<file path="src/hdl/spn_pkg.sv">
// spn_pkg: shared constants, beat type and round functions for the 16-bit SPN cipher.
// Used by spn_cell, spn_block_cipher_16bit, spn_checker and the testbench; depends on nothing.
`timescale 1ns / 1ps
`default_nettype none

package spn_pkg;

    localparam int unsigned BLOCK_W   = 16;
    localparam int unsigned KEY_W     = 32;
    localparam int unsigned NUM_CELLS = 4;
    localparam logic [KEY_W-1:0] KEY_RESET = 32'h3A94_D63F;

    localparam logic CMD_ENCRYPT = 1'b0;
    localparam logic CMD_DECRYPT = 1'b1;

    typedef logic [BLOCK_W-1:0] block_t;

    typedef struct packed {
        logic   valid;
        logic   cmd;
        block_t data;
    } beat_t;

    localparam logic [3:0] FWD_SBOX [16] = '{
        4'hE, 4'h4, 4'hD, 4'h1, 4'h2, 4'hF, 4'hB, 4'h8,
        4'h3, 4'hA, 4'h6, 4'hC, 4'h5, 4'h9, 4'h0, 4'h7
    };

    localparam logic [3:0] INV_SBOX [16] = '{
        4'hE, 4'h3, 4'h4, 4'h8, 4'h1, 4'hC, 4'hA, 4'hF,
        4'h7, 4'hD, 4'h9, 4'h6, 4'hB, 4'h2, 4'h0, 4'h5
    };

    function automatic block_t subst(input block_t x, input logic inv);
        block_t y;
        y = '0;
        for (int n = 0; n < 4; n++)
        begin
            if (inv)
                y[4*n +: 4] = INV_SBOX[x[4*n +: 4]];
            else
                y[4*n +: 4] = FWD_SBOX[x[4*n +: 4]];
        end
        return y;
    endfunction

    // bit at MSB-position 4j+t moves to MSB-position 4t+j
    function automatic block_t transpose(input block_t x);
        block_t y;
        y = '0;
        for (int t = 0; t < 4; t++)
        begin
            for (int j = 0; j < 4; j++)
            begin
                y[15 - (4*t + j)] = x[15 - (4*j + t)];
            end
        end
        return y;
    endfunction

endpackage

`default_nettype wire

</file>
<file path="src/hdl/spn_cell.sv">
// spn_cell: one round of the cipher pipeline (key XOR, S-box layer, optional transpose).
// Depends on spn_pkg.
`timescale 1ns / 1ps
`default_nettype none

module spn_cell (
    input  wire logic            clk,
    input  wire logic            rst_n,
    input  wire logic            perm_en,
    input  wire spn_pkg::block_t enc_key,
    input  wire spn_pkg::block_t dec_key,
    input  wire spn_pkg::beat_t  beat_in,
    output spn_pkg::beat_t       beat_out
);
    import spn_pkg::*;

    logic   valid_reg;
    logic   cmd_reg;
    block_t data_reg;
    block_t data_next;
    block_t mixed;
    block_t subbed;

    always_comb
    begin
        mixed     = beat_in.data ^ ((beat_in.cmd == CMD_DECRYPT) ? dec_key : enc_key);
        subbed    = subst(mixed, beat_in.cmd == CMD_DECRYPT);
        data_next = perm_en ? transpose(subbed) : subbed;
    end

    always_ff @(posedge clk or negedge rst_n)
    begin
        if (!rst_n)
            valid_reg <= 1'b0;
        else
            valid_reg <= beat_in.valid;
    end

    always_ff @(posedge clk)
    begin
        cmd_reg  <= beat_in.cmd;
        data_reg <= data_next;
    end

    assign beat_out.valid = valid_reg;
    assign beat_out.cmd   = cmd_reg;
    assign beat_out.data  = data_reg;

endmodule

`default_nettype wire

</file>
<file path="src/hdl/spn_block_cipher_16bit.sv">
// spn_block_cipher_16bit: top level of the 16-bit SPN block cipher, a row of round cells.
// Depends on spn_pkg and spn_cell.
`timescale 1ns / 1ps
`default_nettype none

// Usage:
//   Command channel: drive command (0 encrypt, 1 decrypt) and block_in with start
//   high; a beat is taken at every edge where start is high and busy is low.
//   busy never rises, so a new block can enter in every cycle.
//   Result channel: done rises with block_out once a beat has passed the four round
//   cells and the output register; the receiver takes the beat while done is high.
//   Throughput is one block per cycle; up to five blocks are in flight.
//   The receiver cannot stall; results come out in order regardless.
//   Key register: APB write where paddr[2] is low (pready always high); reads there return it.
//   Change the key only while no block is in flight, since the round keys are
//   taken live from it by every cell.
//   Reset clears all valid flags and loads the default key 0x3A94D63F.
module spn_block_cipher_16bit (
    input  wire logic            clk,
    input  wire logic            rst_n,
    input  wire logic            start,
    output logic                 busy,
    input  wire logic            command,
    input  wire spn_pkg::block_t block_in,
    output logic                 done,
    output spn_pkg::block_t      block_out,
    input  wire logic            psel,
    input  wire logic            penable,
    input  wire logic            pwrite,
    input  wire logic [2:0]      paddr,
    input  wire logic [31:0]     pwdata,
    output logic [31:0]          prdata,
    output logic                 pready
);
    import spn_pkg::*;

    localparam int unsigned CELLS = NUM_CELLS;

    logic [KEY_W-1:0] key_reg;
    logic             done_reg;
    block_t           block_out_reg;
    block_t           round_key [CELLS+1];
    block_t           final_key;
    beat_t            chain [CELLS+1];
    logic             key_wr;

    assign busy   = 1'b0;
    assign pready = 1'b1;
    assign key_wr = psel && penable && pwrite && !paddr[2];
    assign prdata = paddr[2] ? '0 : key_reg;

    always_ff @(posedge clk or negedge rst_n)
    begin
        if (!rst_n)
            key_reg <= KEY_RESET;
        else if (key_wr)
            key_reg <= pwdata;
    end

    for (genvar r = 0; r <= CELLS; r++)
    begin : g_rk
        assign round_key[r] = key_reg[KEY_W-1-4*r -: BLOCK_W];
    end

    assign chain[0].valid = start && !busy;
    assign chain[0].cmd   = command;
    assign chain[0].data  = block_in;

    for (genvar r = 0; r < CELLS; r++)
    begin : g_cell
        block_t dec_key;
        if (r == 0)
        begin : g_first
            assign dec_key = round_key[CELLS];
        end
        else
        begin : g_rest
            assign dec_key = transpose(round_key[CELLS-r]);
        end

        spn_cell u_cell (
            .clk      (clk),
            .rst_n    (rst_n),
            .perm_en  (r < CELLS-1),
            .enc_key  (round_key[r]),
            .dec_key  (dec_key),
            .beat_in  (chain[r]),
            .beat_out (chain[r+1])
        );
    end

    assign final_key = (chain[CELLS].cmd == CMD_DECRYPT) ? round_key[0] : round_key[CELLS];

    always_ff @(posedge clk or negedge rst_n)
    begin
        if (!rst_n)
            done_reg <= 1'b0;
        else
            done_reg <= chain[CELLS].valid;
    end

    always_ff @(posedge clk)
    begin
        block_out_reg <= chain[CELLS].data ^ final_key;
    end

    assign done      = done_reg;
    assign block_out = block_out_reg;

endmodule

`default_nettype wire

</file>
<file path="config.mk">
export PLATFORM = sky130hd
export DESIGN_NAME = spn_block_cipher_16bit
export DESIGN_NICKNAME = d
export VERILOG_FILES = /design/src/hdl/spn_pkg.sv /design/src/hdl/spn_cell.sv /design/src/hdl/spn_block_cipher_16bit.sv
export SDC_FILE = /design/constraint.sdc
export NUM_CORES = 1
export LEC_CHECK = 0
export ABC_AREA = 1
export BUFFER_PORTS_ARGS = -buffer_cell sky130_fd_sc_hd__buf_2
export CAP_MARGIN = 20
export CELL_PAD_IN_SITES_DETAIL_PLACEMENT = 0
export CELL_PAD_IN_SITES_GLOBAL_PLACEMENT = 2
export CORE_ASPECT_RATIO = 1.75
export CORE_UTILIZATION = 34
export DETAILED_ROUTE_END_ITERATION = 10
export GPL_TIMING_DRIVEN = 0
export PLACE_DENSITY = 0.95
export SLEW_MARGIN = 15
export SYNTH_ARGS = -nofsm -noshare
export SYNTH_HDL_FRONTEND = slang
export SYNTH_SLANG_ARGS = --single-unit
</file>
<file path="constraint.sdc">
create_clock -name clk -period 3.3 [get_ports clk]
set_input_delay 0.66 -clock clk [delete_from_list [all_inputs] [get_ports clk]]
set_output_delay 0.66 -clock clk [all_outputs]
set_load 0.005 [all_outputs]
</file>
### Word level (Yosys, flattened, before mapping)

Memories as Yosys holds them, arrays and structs flattened.
Cells that the tools add are included.

| storage, ports and cells | value |
|---|---|
| register bits | 121 |
| output and inout port bits | 51 |
| input port bits | 58 |
| memory bits (read-only) | 2048 |
| memories | 32 |

| cells by class | value |
|---|---|
| reductions and logical operators | 4 |
| muxes and demuxes | 86 |
| magnitude comparators | 16 |
| bitwise logic cells | 21 |

Memory list:

| name | words | width | rd ports | clocked after memory_dff | write ports | RTL line | text |
|---|---|---|---|---|---|---|---|
| (no name shown) | 16 | 4 | 1 | 0 | 0 | spn_pkg.sv:40 | `y[4*n +: 4] = INV_SBOX[x[4*n +: 4]];` |
| (no name shown) | 16 | 4 | 1 | 0 | 0 | spn_pkg.sv:42 | `y[4*n +: 4] = FWD_SBOX[x[4*n +: 4]];` |
| (no name shown) | 16 | 4 | 1 | 0 | 0 | spn_pkg.sv:40 |  |
| (no name shown) | 16 | 4 | 1 | 0 | 0 | spn_pkg.sv:42 |  |
| (no name shown) | 16 | 4 | 1 | 0 | 0 | spn_pkg.sv:40 |  |
| (no name shown) | 16 | 4 | 1 | 0 | 0 | spn_pkg.sv:40 |  |
| +26 memories | -- | -- | -- | -- | -- | -- |  |

Operators with widths:

| kind | number |
|---|---|
| two-way mux 4 bit | 80 |
| greater-or-equal comparator 5 bit, second input constant | 16 |
| NOT 4 -> 5 bit | 16 |
| bitwise XOR 16 bit | 5 |
| two-way mux 16 bit | 4 |
| two-way mux 32 bit | 1 |
| two-way mux 15 bit | 1 |
| logical AND 1 bit | 3 |
| logical NOT 1 bit | 1 |

### Depth between registers and ports, before layout

Gate-level depths: netlist of run 1.

| depth | value |
|---|---|
| depth in word-level cells | 7 |
| gate-level depth with buffers | 13 |
| depth with buffers taken out | 12 |

### Modules after synthesis

A second synthesis of run 1 with hierarchy kept.

| unflattened totals | value |
|---|---|
| cells, all modules | 2012 |
| area total of the unflattened synthesis | 11798.8 µm² |

By module, submodules not included:

| module | cells each | times used | area each (µm²) |
|---|---|---|---|
| spn_cell (g_cell[2].u_cell ...) | 401 | 2 | 2249.7 |
| spn_cell (g_cell[0].u_cell) | 469 | 1 | 2578.7 |
| spn_block_cipher_16bit | 331 | 1 | 2413.6 |
| spn_cell (g_cell[1].u_cell) | 410 | 1 | 2307.2 |

### Worst setup path after synthesis of run 1

OpenSTA, ideal clock, no wires.

| path | value |
|---|---|
| kind | in2out |
| from | input paddr[2] |
| to | output prdata[10] |
| path buffers | 2 |
| stages on the path | 3 |
| arrival | 1.200 ns |
| slack | 1.440 ns |
| cell sequence | clkbuf_1 -> clkbuf_1 -> nor2_1 |

| between the ends | value |
|---|---|
| word-level cells in the longest chain between the ends | 1 |

RTL lines:

| item | RTL line | text |
|---|---|---|
| start: declaration | spn_block_cipher_16bit.sv:30 | `input wire logic [2:0] paddr,` |
| two-way mux 32 bit | spn_block_cipher_16bit.sv:50 | `assign prdata = paddr[2] ? '0 : key_reg;` |
| end: declaration | spn_block_cipher_16bit.sv:32 | `output logic [31:0] prdata,` |

Every way passes these cells.

### Worst setup path in the final report of run 1

| path | value |
|---|---|
| from | register key_reg[14] |
| to | output prdata[14] |

| between the ends | value |
|---|---|
| word-level cells in the longest chain between the ends | 1 |

RTL lines:

| item | RTL line | text |
|---|---|---|
| start: declaration | spn_block_cipher_16bit.sv:39 | `logic [KEY_W-1:0] key_reg;` |
| start signal: assignment | spn_block_cipher_16bit.sv:57 | `key_reg <= pwdata;` |
| two-way mux 32 bit | spn_block_cipher_16bit.sv:50 |  |

Every way passes these cells.

==> summary.md, run 1 <==
| Metric | Value |
|---|---|
| Synthesized cell area | 10100 um2 |
| First-pass GRT wire length | 64000 um |
| CP Max Fanout | 8 |
| Via count | 12073 |
| Post-CTS Resized | 0 |
| Total die area | between 30000 and 40000 um2 |
| TNS Setup | 0 ns |
| Port-buffer cells | just over 100 |
| Final Hold Fails | 0 |
| F_max | 394 MHz |
| Clock slew at reported path FFs | ~0.060 ns |
| Synth area leader | nand2_1 |
| Fin. max-slew vios | 0 |
| Worst skew pair latency | between 0.4 and 0.5 ns |
| Unique masters post-synth | 36 |
| H-tree levels | 4 |
| Routability Congestion | between 0.9 and 1 |
| Routed WL per cell | about 18 um |
| DRC Markers | 0 |
| Largest net degree at the start of global routing | 38 |
| Setup Fix Bufs, Post-CTS | 0 |
| Max reg flops | 64 |
| Max-cap violations | 0 |
| Reg2reg setup slack | just under 0.9 ns |
| Post-synthesis sequential area ratio | a little over a quarter |
| R2r worst-path depth | 10 |
| Slew @ Worst Pin | 0.847 ns |
| FF+latch count, synth | roughly 120 |
| Avg Inst Size Synth | 5.72 um2 |
| Post-synth net total | between 1500 and 2000 |
| Core Area | 29300 um2 |
| Area Overhead vs Synth | 15.7% |
| Die Ht | between 200 and 250 um |
| Root buffer cell | clkbuf_16 |
| Final net count | 1944 |
| Max VDD drop | between 0.4 and 0.5 mV |
| Total Routed Length | 41700 um |
| Global-route layer with the greatest usage | met2 |
| Gr ovfl total | 0 |
| RSZ-0062 raised after global routing | false |
| Worst R2R Start | key_reg[12] |
| Antenna Nets Post-Route | 0 |
| Max Buffers Root-to-Sink | 2 |
| Drt initial violations | 884 |
| Post-DP HPWL | 32800 um |
| CTS Hold Bufs | 0 |
| Max_slew headroom | 43.5% |
| Share of the synthesized area in the top cell type | 24.5% |
| Synthesized instance count | 1762 |
| Top cells by area, synth | nand2_1 25%, nand3_1 18%, dfxtp_1 17% |
| All-Layer GR Usage | 27.9% |
| Final setup fails | 0 |
| Met1 GRT Util | approximately 28% |
| Layout cells sized above 1 | 13.8% |
| Worst path arrival time | around 1.9 ns |
| P_leak | 6.34 nW |
| Outcome | completed |
| Die Wd | approximately 130 um |
| Period utilization | 76.9% |
| Crit end category | primary output |
| Critical Path RT | 2.64 ns |
| CP startpoint kind | register |
| WHS | 0.318 ns |
| Initial antenna violation count | 5 |
| Total clock sinks | 121 |
| Inserted Clock Buffers | 17 |
| # rows | 83 |
| Met3 GRT Util | 3.09% |
| PwrDens | 868 nW/um2 |
| GR Util met2 | around 52% |
| Final min period | ~2.5 ns |
| Critical path class | register to primary output |
| Vias per inst | roughly 5.3 |
| Initial Utilization | approximately a third |
| YS warnings | 0 |
| Drt first pass iters | 5 |
| Top-Level Pins | around 110 |
| Reg2reg end | g_cell[2].u_cell.data_reg[13] |
| Min-Delay Path Class | input pin to async pin |
| Vias in the first global route | 11708 |
| TritonCTS clock tree | built |
| Worst Skew | 0.0114 ns |
placed cells by master, fill, tap and decap left out, drive strengths merged:
master    instances
a21oi            72
a31oi             1
buf             142
bufinv            1
clkbuf           41
clkinv            5
clkinvlp          4
conb              2
dfrtp            19
dfstp            18
dfxtp            84
diode             5
ha                2
inv             168
nand2           695
nand3           364
nand3b            1
nand4             6
nor2            134
nor3             15
o211ai           10
o21ai            80
o21bai            1
xnor2             7
xor2             25
power by group:
part	switching, mW	total [mW]	leakage, nW	internal, mW
sequential	0.472	2.55	1.11	2.08
combinational	3.90	5.72	4.96	1.81
clock	0.767	1.85	0.272	1.08
synthesized netlist by cell type:
cell type / count
inv_1: 146
inv_4: 2
nor2_1: 134
buf_1: 4
o21ai_2: 4
nand2_1: 659
nor3_1: 15
o21ai_4: 2
nand4_1: 6
xor2_1: 20
xnor2_1: 4
inv_2: 17
clkbuf_2: 2
o21ai_1: 9
buf_2: 12
dfstp_2: 18
buf_6: 13
nand3b_1: 1
a31oi_1: 1
clkbuf_1: 20
o211ai_1: 10
nand2_2: 35
ha_1: 2
o21bai_1: 1
xor2_4: 2
buf_4: 10
a21oi_1: 72
nand2_4: 1
o21ai_0: 65
conb_1: 2
xor2_2: 3
nand3_2: 2
xnor2_2: 3
dfrtp_1: 19
nand3_1: 362
dfxtp_1: 84
worst max path at each step:
stage / start / endpoint / slack (ns) / cells after the start
2_1_floorplan: paddr[2] / prdata[10] / 1.44 / 3
3_3_place_gp: key_reg[12] / g_cell[2].u_cell.data_reg[13] / 0.90 / 10
3_5_place_dp: key_reg[14] / g_cell[2].u_cell.data_reg[13] / 0.86 / 10
4_1_cts: key_reg[14] / prdata[14] / 0.73 / 4
5_1_grt: key_reg[14] / prdata[14] / 0.69 / 4
6_report: key_reg[14] / prdata[14] / 0.76 / 4
worst max-delay path: stages, from the launching register on:
cell	delay, ns
dfstp_2	0.51
clkbuf_2	0.33
inv_1	0.30
nor2_1	0.17
buf_2	0.13
layout make-up:
class,count,area (um2)
diodes,5,12.5
plain buffers,61,382
clock buffers,19,453
clock inverters,13,119
fillers,3353,17600
inverters,165,624
multi-input cells,1415,6440
flip-flops and latches,121,2630
well taps,382,478
repair buffers,103,515
through the flow:
| stage | cells | utilization (%) | total power, mW | setup WS (ns) | area (um2) |
|---|---|---|---|---|---|
| after detailed placement | 2247 | 37.8 | 8.22 | 0.863 | 11100 |
| final | 2284 | 39.8 | 10.1 | 0.762 | 11700 |
| after global placement | 2247 | 37.8 | 8.16 | 0.896 | 11100 |
| after floorplan | 1762 | - | 6.47 | 1.44 | 10100 |
| after CTS | 2279 | 39.8 | 10.1 | 0.727 | 11600 |
| after global routing | 2284 | 39.8 | 11.0 | 0.692 | 11700 |
cells by family after synthesis:
kind of cell	after synthesis	synth area share, %
AO/OA/AOI/OAI	164	8.80
XOR/XNOR	32	3.60
buffers and inverters	226	9.98
adder cells (fa/ha/maj)	2	0.248
other	2	0.0745
AND/OR/NAND/NOR	1215	51.2
flip-flops	121	26.1
per-layer routing:
layer | up-vias | share of wire [%] | wire length [um]
met5 | - | 0 | 0
met4 | 0 | 7.1 | 2980
met3 | 136 | 5.0 | 2100
met2 | 431 | 52 | 21800
met1 | 5572 | 36 | 14800
li1 | 5934 | - | -
Note: power is estimated with default switching activity, not from simulation.
==> run 2, diff against run 1 <==
ABC_AREA = 0   (was 1)
CORE_UTILIZATION = 37   (was 34)
PLACE_DENSITY = 0.91   (was 0.95)
clock period = 2.65 ns   (was 3.3 ns; I/O delays follow)
==> summary.md, run 2 <==
| Metric | Value |
|---|---|
| Post-synth net total | 1197 (-34%) |
| RSZ-0062 raised after global routing | false |
| F_max | 393 MHz |
| Die Ht | 218 um (-5.2%) |
| TritonCTS clock tree | built |
| Slew @ Worst Pin | 0.857 ns (+0.00917 ns) |
| CP startpoint kind | register |
| Asr flop ratio synth | 30.6% (unchanged) |
| Drt initial violations | 701 (-21%) |
| Sw Share | 49.1% (-1.8 points) |
| Top cells by area, synth | dfxtp_1 17%, xnor2_1 9.9%, mux2i_1 5.7% |
| Most frequent cells in the layout | 137 x buf_2, 108 x xnor2_1, 95 x nand2_1 |
| EDFF count, synth | 0 (unchanged) |
| List of most frequent post-synthesis cells | 111 x xnor2_1, 95 x nand2_1, 84 x dfxtp_1 |
| Share of the synthesized area in the top cell type | 17.1% (-7.5 points) |
| Layout cells sized above 1 | 23.9% (+10 points) |
| Final setup fails | 0 (unchanged) |
| Levels on crit path | 7 (+3) |
| Final Hold Fails | 0 (unchanged) |
| Max-cap violations | 0 (unchanged) |
| Synth area leader | dfxtp_1 |
| Outcome | completed |
| Max VDD drop | 0.685 mV (+50%) |
| Critical path class | register to register |
| Clock slew at reported path FFs | 0.06 ns (about the same) |
| Max reg flops | 64 (unchanged) |
| Synthesized cell area | 9840 um2 (-2.3%) |
| Worst Setup EP | g_cell[0].u_cell.data_reg[7] |
| Routed WL per cell | 21.0 um (+15%) |
| Routability Congestion | 0.912 (-2.7%) |
| Reg2reg setup slack | 0.10 ns (-0.77 ns) |
| Worst skew pair latency | 0.44 ns (about the same) |
| Drt first pass iters | 7 (+2) |
| # rows | 78 (-6.0%) |
| H-tree levels | 4 (unchanged) |
| Via count | 9248 (-23%) |
| Inserted Clock Buffers | 17 (unchanged) |
| Crit path max-delay family | simple AND/OR/NAND/NOR gates |
| Core Area | 26100 um2 (-11%) |
| Root buffer cell | clkbuf_16 |
| Synthesized instance count | 1137 (-35%) |
| Final WS setup | 0.104 ns (-0.658 ns) |
| Post-DP HPWL | 25500 um (-22%) |
| Vias per inst | 5.78 (+9.4%) |
| Reg2reg end | g_cell[0].u_cell.data_reg[7] |
| First-pass GRT wire length | 51000 um (-20%) |
| CP Max Fanout | 10 (+2) |
| Vias in the first global route | 8957 (-23%) |
| R2r worst-path depth | 7 (-3) |
| Fillers | 2594 (-23%) |
| Critical Path RT | 2.92 ns (+0.28 ns) |
| Max Buffers Root-to-Sink | 2 (unchanged) |
| Pint | 8.08 mW (+63%) |
| Crit path buf inv count | 1 (-2) |
| Clock share of power | 14.3% (-3.9 points) |
| Final min period | between 2 and 3 ns |
| Gr ovfl total | 0 (unchanged) |
| Avg Inst Size Synth | 8.66 um2 (+51%) |
| Area occupied by multi-input gates | 6830 um2 (+6.0%) |
| Initial antenna violation count | 5 (unchanged) |
| Main synth FF type | dfxtp_1 |
| TNS Setup | 0 ns (unchanged) |
| CTS Hold Bufs | 0 (unchanged) |
| Worst Skew | 0.00837 ns (-0.00308 ns) |
| YS warnings | 0 (unchanged) |
| Register area | 2630 um2 (unchanged) |
| Crit-path cells | buf_2 -> mux2i_4 -> xor2_1 -> nor2_1 -> nand2_1 -> a221oi_1 -> nor3_1 |
| Port-buffer cells | 104 (+0.97%) |
| Unique masters post-synth | 61 (+69%) |
| P_leak | 4.41 nW (-30%) |
| Min-Delay Path Class | input pin to async pin |
| Post-synthesis sequential area ratio | 26.7% (+0.62 points) |
| Area Overhead vs Synth | 15.9% |
| Largest net degree at the start of global routing | 38 (unchanged) |
| Flop pwr share | 22.5% (-2.7 points) |
| All-Layer GR Usage | 24.8% (-3.1 points) |
| Worst R2R Start | key_reg[12] |
| Antenna Nets Post-Route | 0 (unchanged) |
| Period utilization | between 90% and 100% |
| Total Routed Length | 33600 um (-19%) |
| FF+latch count, synth | 121 (unchanged) |
| Initial Utilization | 37.8% (+3.4 points) |
| Combinational group share of total power | 63.1% (+6.6 points) |
| Total die area | 27300 um2 (-10%) |
| Origin of the worst setup path | key_reg[12] |
| Crit end category | register |
| Fin. max-slew vios | 0 (unchanged) |
| Setup WS pre-CTS | -0.155 ns (-1.02 ns) |
| Max_slew headroom | 42.9% (-0.61 points) |
| Slowest stage delay, CP | 0.59 ns (+0.08 ns) |
| Total clock sinks | 121 (unchanged) |
| Die Wd | 125 um (-5.2%) |
| Worst path arrival time | 2.81 ns (+0.93 ns) |
| PwrDens | 1390 nW/um2 (+60%) |
| Top-Level Pins | 109 (unchanged) |
| DRC Markers | 0 (unchanged) |
| Most common cell after layout, fill and taps aside | buf_2 |
| Count leader, synth | xnor2_1 |
| CP max stage cell | nor3_1 |
| Final net count | 1321 (-32%) |
| P_sw | 7.78 mW (+51%) |
run 2: changes by cell type in the layout (fill, tap and decap cells not counted), moves of 22 or more:
cell,before,now
nor2_1,134,75
nand3_1,362,47
xor2_2,3,25
mux2_2,0,32
nand2_2,35,0
nor2b_1,0,32
mux2i_1,0,56
inv_1,146,4
buf_2,115,137
nor3_1,15,47
xnor2_1,4,108
nand2_1,659,95
a22oi_1,0,25
run 2: worst min path at each step:
| stage | depth (start not counted) | start | end | slack (ns) |
|---|---|---|---|---|
| 6_report | 1 | rst_n | g_cell[0].u_cell.valid_reg | 0.19 |
| 5_1_grt | 1 | start | g_cell[0].u_cell.valid_reg | 0.18 |
| 4_1_cts | 1 | start | g_cell[0].u_cell.valid_reg | 0.18 |
| 3_5_place_dp | 0 | g_cell[1].u_cell.valid_reg | g_cell[2].u_cell.valid_reg | 0.34 |
| 3_3_place_gp | 0 | g_cell[2].u_cell.valid_reg | g_cell[3].u_cell.valid_reg | 0.33 |
| 2_1_floorplan | 0 | rst_n | done | 0.23 |
run 2: power groups by stage:
| stage | Sequential, mW | Clock, mW | Combinational [mW] |
|---|---|---|---|
| after floorplan | 3.32 | 0 | 7.52 |
| after global routing | 3.64 | 2.37 | 11.1 |
| after detailed placement | 3.59 | 0 | 9.83 |
| after CTS | 3.58 | 2.30 | 9.87 |
| after global placement | 3.56 | 0 | 9.81 |
| final | 3.58 | 2.27 | 10.0 |
run 2: final cells by class:
cell class / count / share of cell area, %
Sequential cell: 121 / 23.1
Multi-Input combinational cell: 936 / 59.8
Antenna cell: 5 / 0.110
Inverter: 6 / 0.197
Timing Repair Buffer: 106 / 4.69
Clock inverter: 12 / 1.03
Clock buffer: 20 / 4.00
Buffer: 73 / 3.55
Tap cell: 320 / 3.51
run 2: repair_timing:
action / 4_1_cts / 5_1_grt
pin swaps: 0 / 1
setup buffers: 0 / 2
endpoints found under the setup margin: 7 / 4
gates resized for setup: 2 / 5
endpoints found under the hold margin: 0 / 0
run 2: routing by layer:
layer	vias to the layer above	track usage, %	routed length, um
li1	4374	-	-
met1	4471	24.8	12100
met2	301	47.7	18300
met3	102	3.12	1210
met4	0	16.0	2020
met5	-	0	0
run 2: stage by stage:
stage | cell area (um2) | hold WS, ns | instances | total power, mW | util, %
after detailed placement | 10800 | 0.336 | 1561 | 13.4 | 41.3
after floorplan | 9840 | 0.234 | 1137 | 10.8 | -
after global placement | 10800 | 0.334 | 1561 | 13.4 | 41.3
final | 11400 | 0.186 | 1599 | 15.9 | 43.8
after CTS | 11300 | 0.179 | 1592 | 15.7 | 43.6
after global routing | 11400 | 0.176 | 1599 | 17.1 | 43.8
run 2: cells by family after synthesis:
logic type,Yosys count,share of synthesized area (%)
other,2,0.0763
and+or+nand+nor,333,15.9
DFF,121,26.7
adders and majority gates,3,0.356
buffers and inverters,80,4.36
AOI/OAI and AO/OA,305,20.0
muxes,108,13.3
xor gates and xnor gates,185,19.2
==> run 3, diff against run 2 <==
CORE_UTILIZATION = 38   (was 37)
CTS_BUF_LIST = sky130_fd_sc_hd__clkbuf_4   (was not set)
PLACE_DENSITY = 0.93   (was 0.91)
==> summary.md, run 3 (synthesis results as in run 2) <==
| Metric | Value |
|---|---|
| Die Wd | 124 um (-1.3%) |
| Final WS setup | 0.118 ns (+0.0135 ns) |
| Total clock sinks | 121 (unchanged) |
| Critical Path RT | 3.14 ns (+0.22 ns) |
| F_max | 395 MHz (+0.53%) |
| Top-Level Pins | 109 (unchanged) |
| Met1 GRT Util | 27.3% (+2.5 points) |
| Gr ovfl total | 0 (unchanged) |
| Period utilization | 95.6% (-0.51 points) |
| GR Util met2 | 48.2% (+0.51 points) |
| Final net count | 1322 (+0.076%) |
| # rows | 77 (-1.3%) |
| Max-cap violations | 0 (unchanged) |
| Most common cell after layout, fill and taps aside | buf_2 |
| Crit end category | register |
| Post-DP HPWL | 25700 um (+0.79%) |
| Fillers | 2592 (-0.077%) |
| Drt initial violations | 777 (+11%) |
| Final setup fails | 0 (unchanged) |
| Vias per inst | 5.76 (-0.40%) |
| Antenna Nets Post-Route | 0 (unchanged) |
| Max_slew headroom | 44.7% (+1.8 points) |
| TritonCTS clock tree | built |
| Vias in the first global route | 9127 (+1.9%) |
| CP Max Fanout | 8 (-2) |
| Power Total | 14.8 mW (-6.7%) |
| P_leak | 4.26 nW (-3.4%) |
| Dpl cell area | 10800 um2 (about the same) |
| Post-Route Utilization | 43.7% (-0.12 points) |
| Min-Delay Path Class | input pin to async pin |
| Critical path class | register to register |
| Fin. max-slew vios | 0 (unchanged) |
| Largest net degree at the start of global routing | 38 (unchanged) |
| Slew @ Worst Pin | 0.829 ns (-0.0271 ns) |
| Worst skew pair latency | 0.59 ns (+0.15 ns) |
| Inserted Clock Buffers | 17 (unchanged) |
| WHS | 0.0230 ns (-0.163 ns) |
| Via count | 9171 (-0.83%) |
| Setup WS pre-CTS | -0.221 ns (-0.0661 ns) |
| Worst Skew | 0.0334 ns (+0.0251 ns) |
| CP startpoint kind | register |
| Failing checks | DRC |
| Drt first pass iters | 8 (+1) |
| Final Hold Fails | 0 (unchanged) |
| Total Routed Length | 33500 um (-0.52%) |
| Final min period | 2.53 ns (-0.0135 ns) |
| Root buffer cell | clkbuf_4 |
| Initial Utilization | 38.8% (+1.1 points) |
| Outcome | finished with violations |
| Met3 GRT Util | 2.81% (-0.30 points) |
| Max reg flops | 64 (unchanged) |
| DRC Markers | 1 (+1) |
| Port-buffer cells | 104 (unchanged) |
| Core Area | 25300 um2 (-2.8%) |
| Clock slew at reported path FFs | 0.14 ns (+0.08 ns) |
| RSZ-0062 raised after global routing | false |
| Die Ht | 215 um (-1.3%) |
| Initial antenna violation count | 1 (-4) |
| Max VDD drop | 0.403 mV (-41%) |
| PwrDens | 1340 nW/um2 (-3.8%) |
| CTS Hold Bufs | 0 (unchanged) |
| H-tree levels | 4 (unchanged) |
| Max Buffers Root-to-Sink | 2 (unchanged) |
| Routed WL per cell | 21.0 um (about the same) |
| Design area | 11100 um2 (-3.0%) |
| Total die area | 26600 um2 (-2.6%) |
| Area Overhead vs Synth | 12.4% |
| Routability Congestion | 0.919 (+0.69%) |
| Most frequent cells in the layout | 138 x buf_2, 109 x xnor2_1, 95 x nand2_1 |
| Layout cells sized above 1 | 23.9% (+0.060 points) |
| All-Layer GR Usage | 26.0% (+1.2 points) |
| Global-route layer with the greatest usage | met2 |
| Worst path arrival time | 3.03 ns (+0.22 ns) |
| First-pass GRT wire length | 51600 um (+1.1%) |
[run 3: cell count changes in the layout (fill, tap and decap cells not counted), sizes merged]
cell	before	now
inv	6	9
diode	5	1
buf	153	156
clkbuf	46	42
clkinvlp	4	5
bufinv	1	0
clkinv	7	6
[run 3: repair_timing]
item | 4_1_cts | 5_1_grt
resized for setup | 3 | 5
cloned | 0 | 0
pin swaps | 0 | 1
buffers inserted | 0 | 3
setup endpoints to repair | 9 | 6
[run 3: worst max-delay path, stage by stage (launching register included)]
cell	delay (ns)
dfstp_2	0.79
mux2i_1	0.28
xor2_1	0.50
nor2_1	0.21
or4_1	0.55
o221ai_1	0.12
[run 3: final timing paths]
check	from	endpoint	slack, ns	cells past startpoint
worst max register to register	key_reg[9]	g_cell[3].u_cell.data_reg[4]	0.12	5
worst max-delay path	key_reg[9]	g_cell[3].u_cell.data_reg[4]	0.12	5
max in group asynchronous	rst_n	key_reg[19]	2.09	1
min in group clk	start	g_cell[0].u_cell.valid_reg	0.05	1
worst min-delay path	rst_n	key_reg[31]	0.02	1
worst min register to register	g_cell[1].u_cell.valid_reg	g_cell[2].u_cell.valid_reg	0.36	0
[run 3: where the power goes]
| part | internal [mW] | switching [mW] | total (mW) | leakage, nW |
|---|---|---|---|---|
| Clock | 0.382 | 0.820 | 1.20 | 0.117 |
| Sequential | 2.71 | 0.837 | 3.55 | 1.12 |
| Combinational | 4.03 | 6.01 | 10.0 | 3.02 |
[run 3: metal layers]
| layer | vias up | routed length, um | part of all wire [%] |
|---|---|---|---|
| met1 | 4454 | 12400 | 37 |
| met4 | 0 | 1740 | 5.2 |
| li1 | 4367 | - | - |
| met3 | 82 | 1010 | 3.0 |
| met5 | - | 0 | 0 |
| met2 | 268 | 18400 | 55 |
[run 3: area by class of cell]
type,count,area (um2),area share (%)
diodes,1,2.50,0.0226
plain buffers,73,403,3.64
clock buffers,18,135,1.22
clock inverters,14,98.8,0.894
inverters,6,22.5,0.204
multi-input cells,936,6830,61.8
flip-flops and latches,121,2630,23.8
well taps,316,395,3.57
repair buffers,107,543,4.91
[run 3: through the flow]
stage               cells  setup TNS [ns]
detailed placement   1557          -0.753
finish               1592               0
floorplan            1137               0
CTS                  1588               0
global route         1592               0
global placement     1557          -0.897
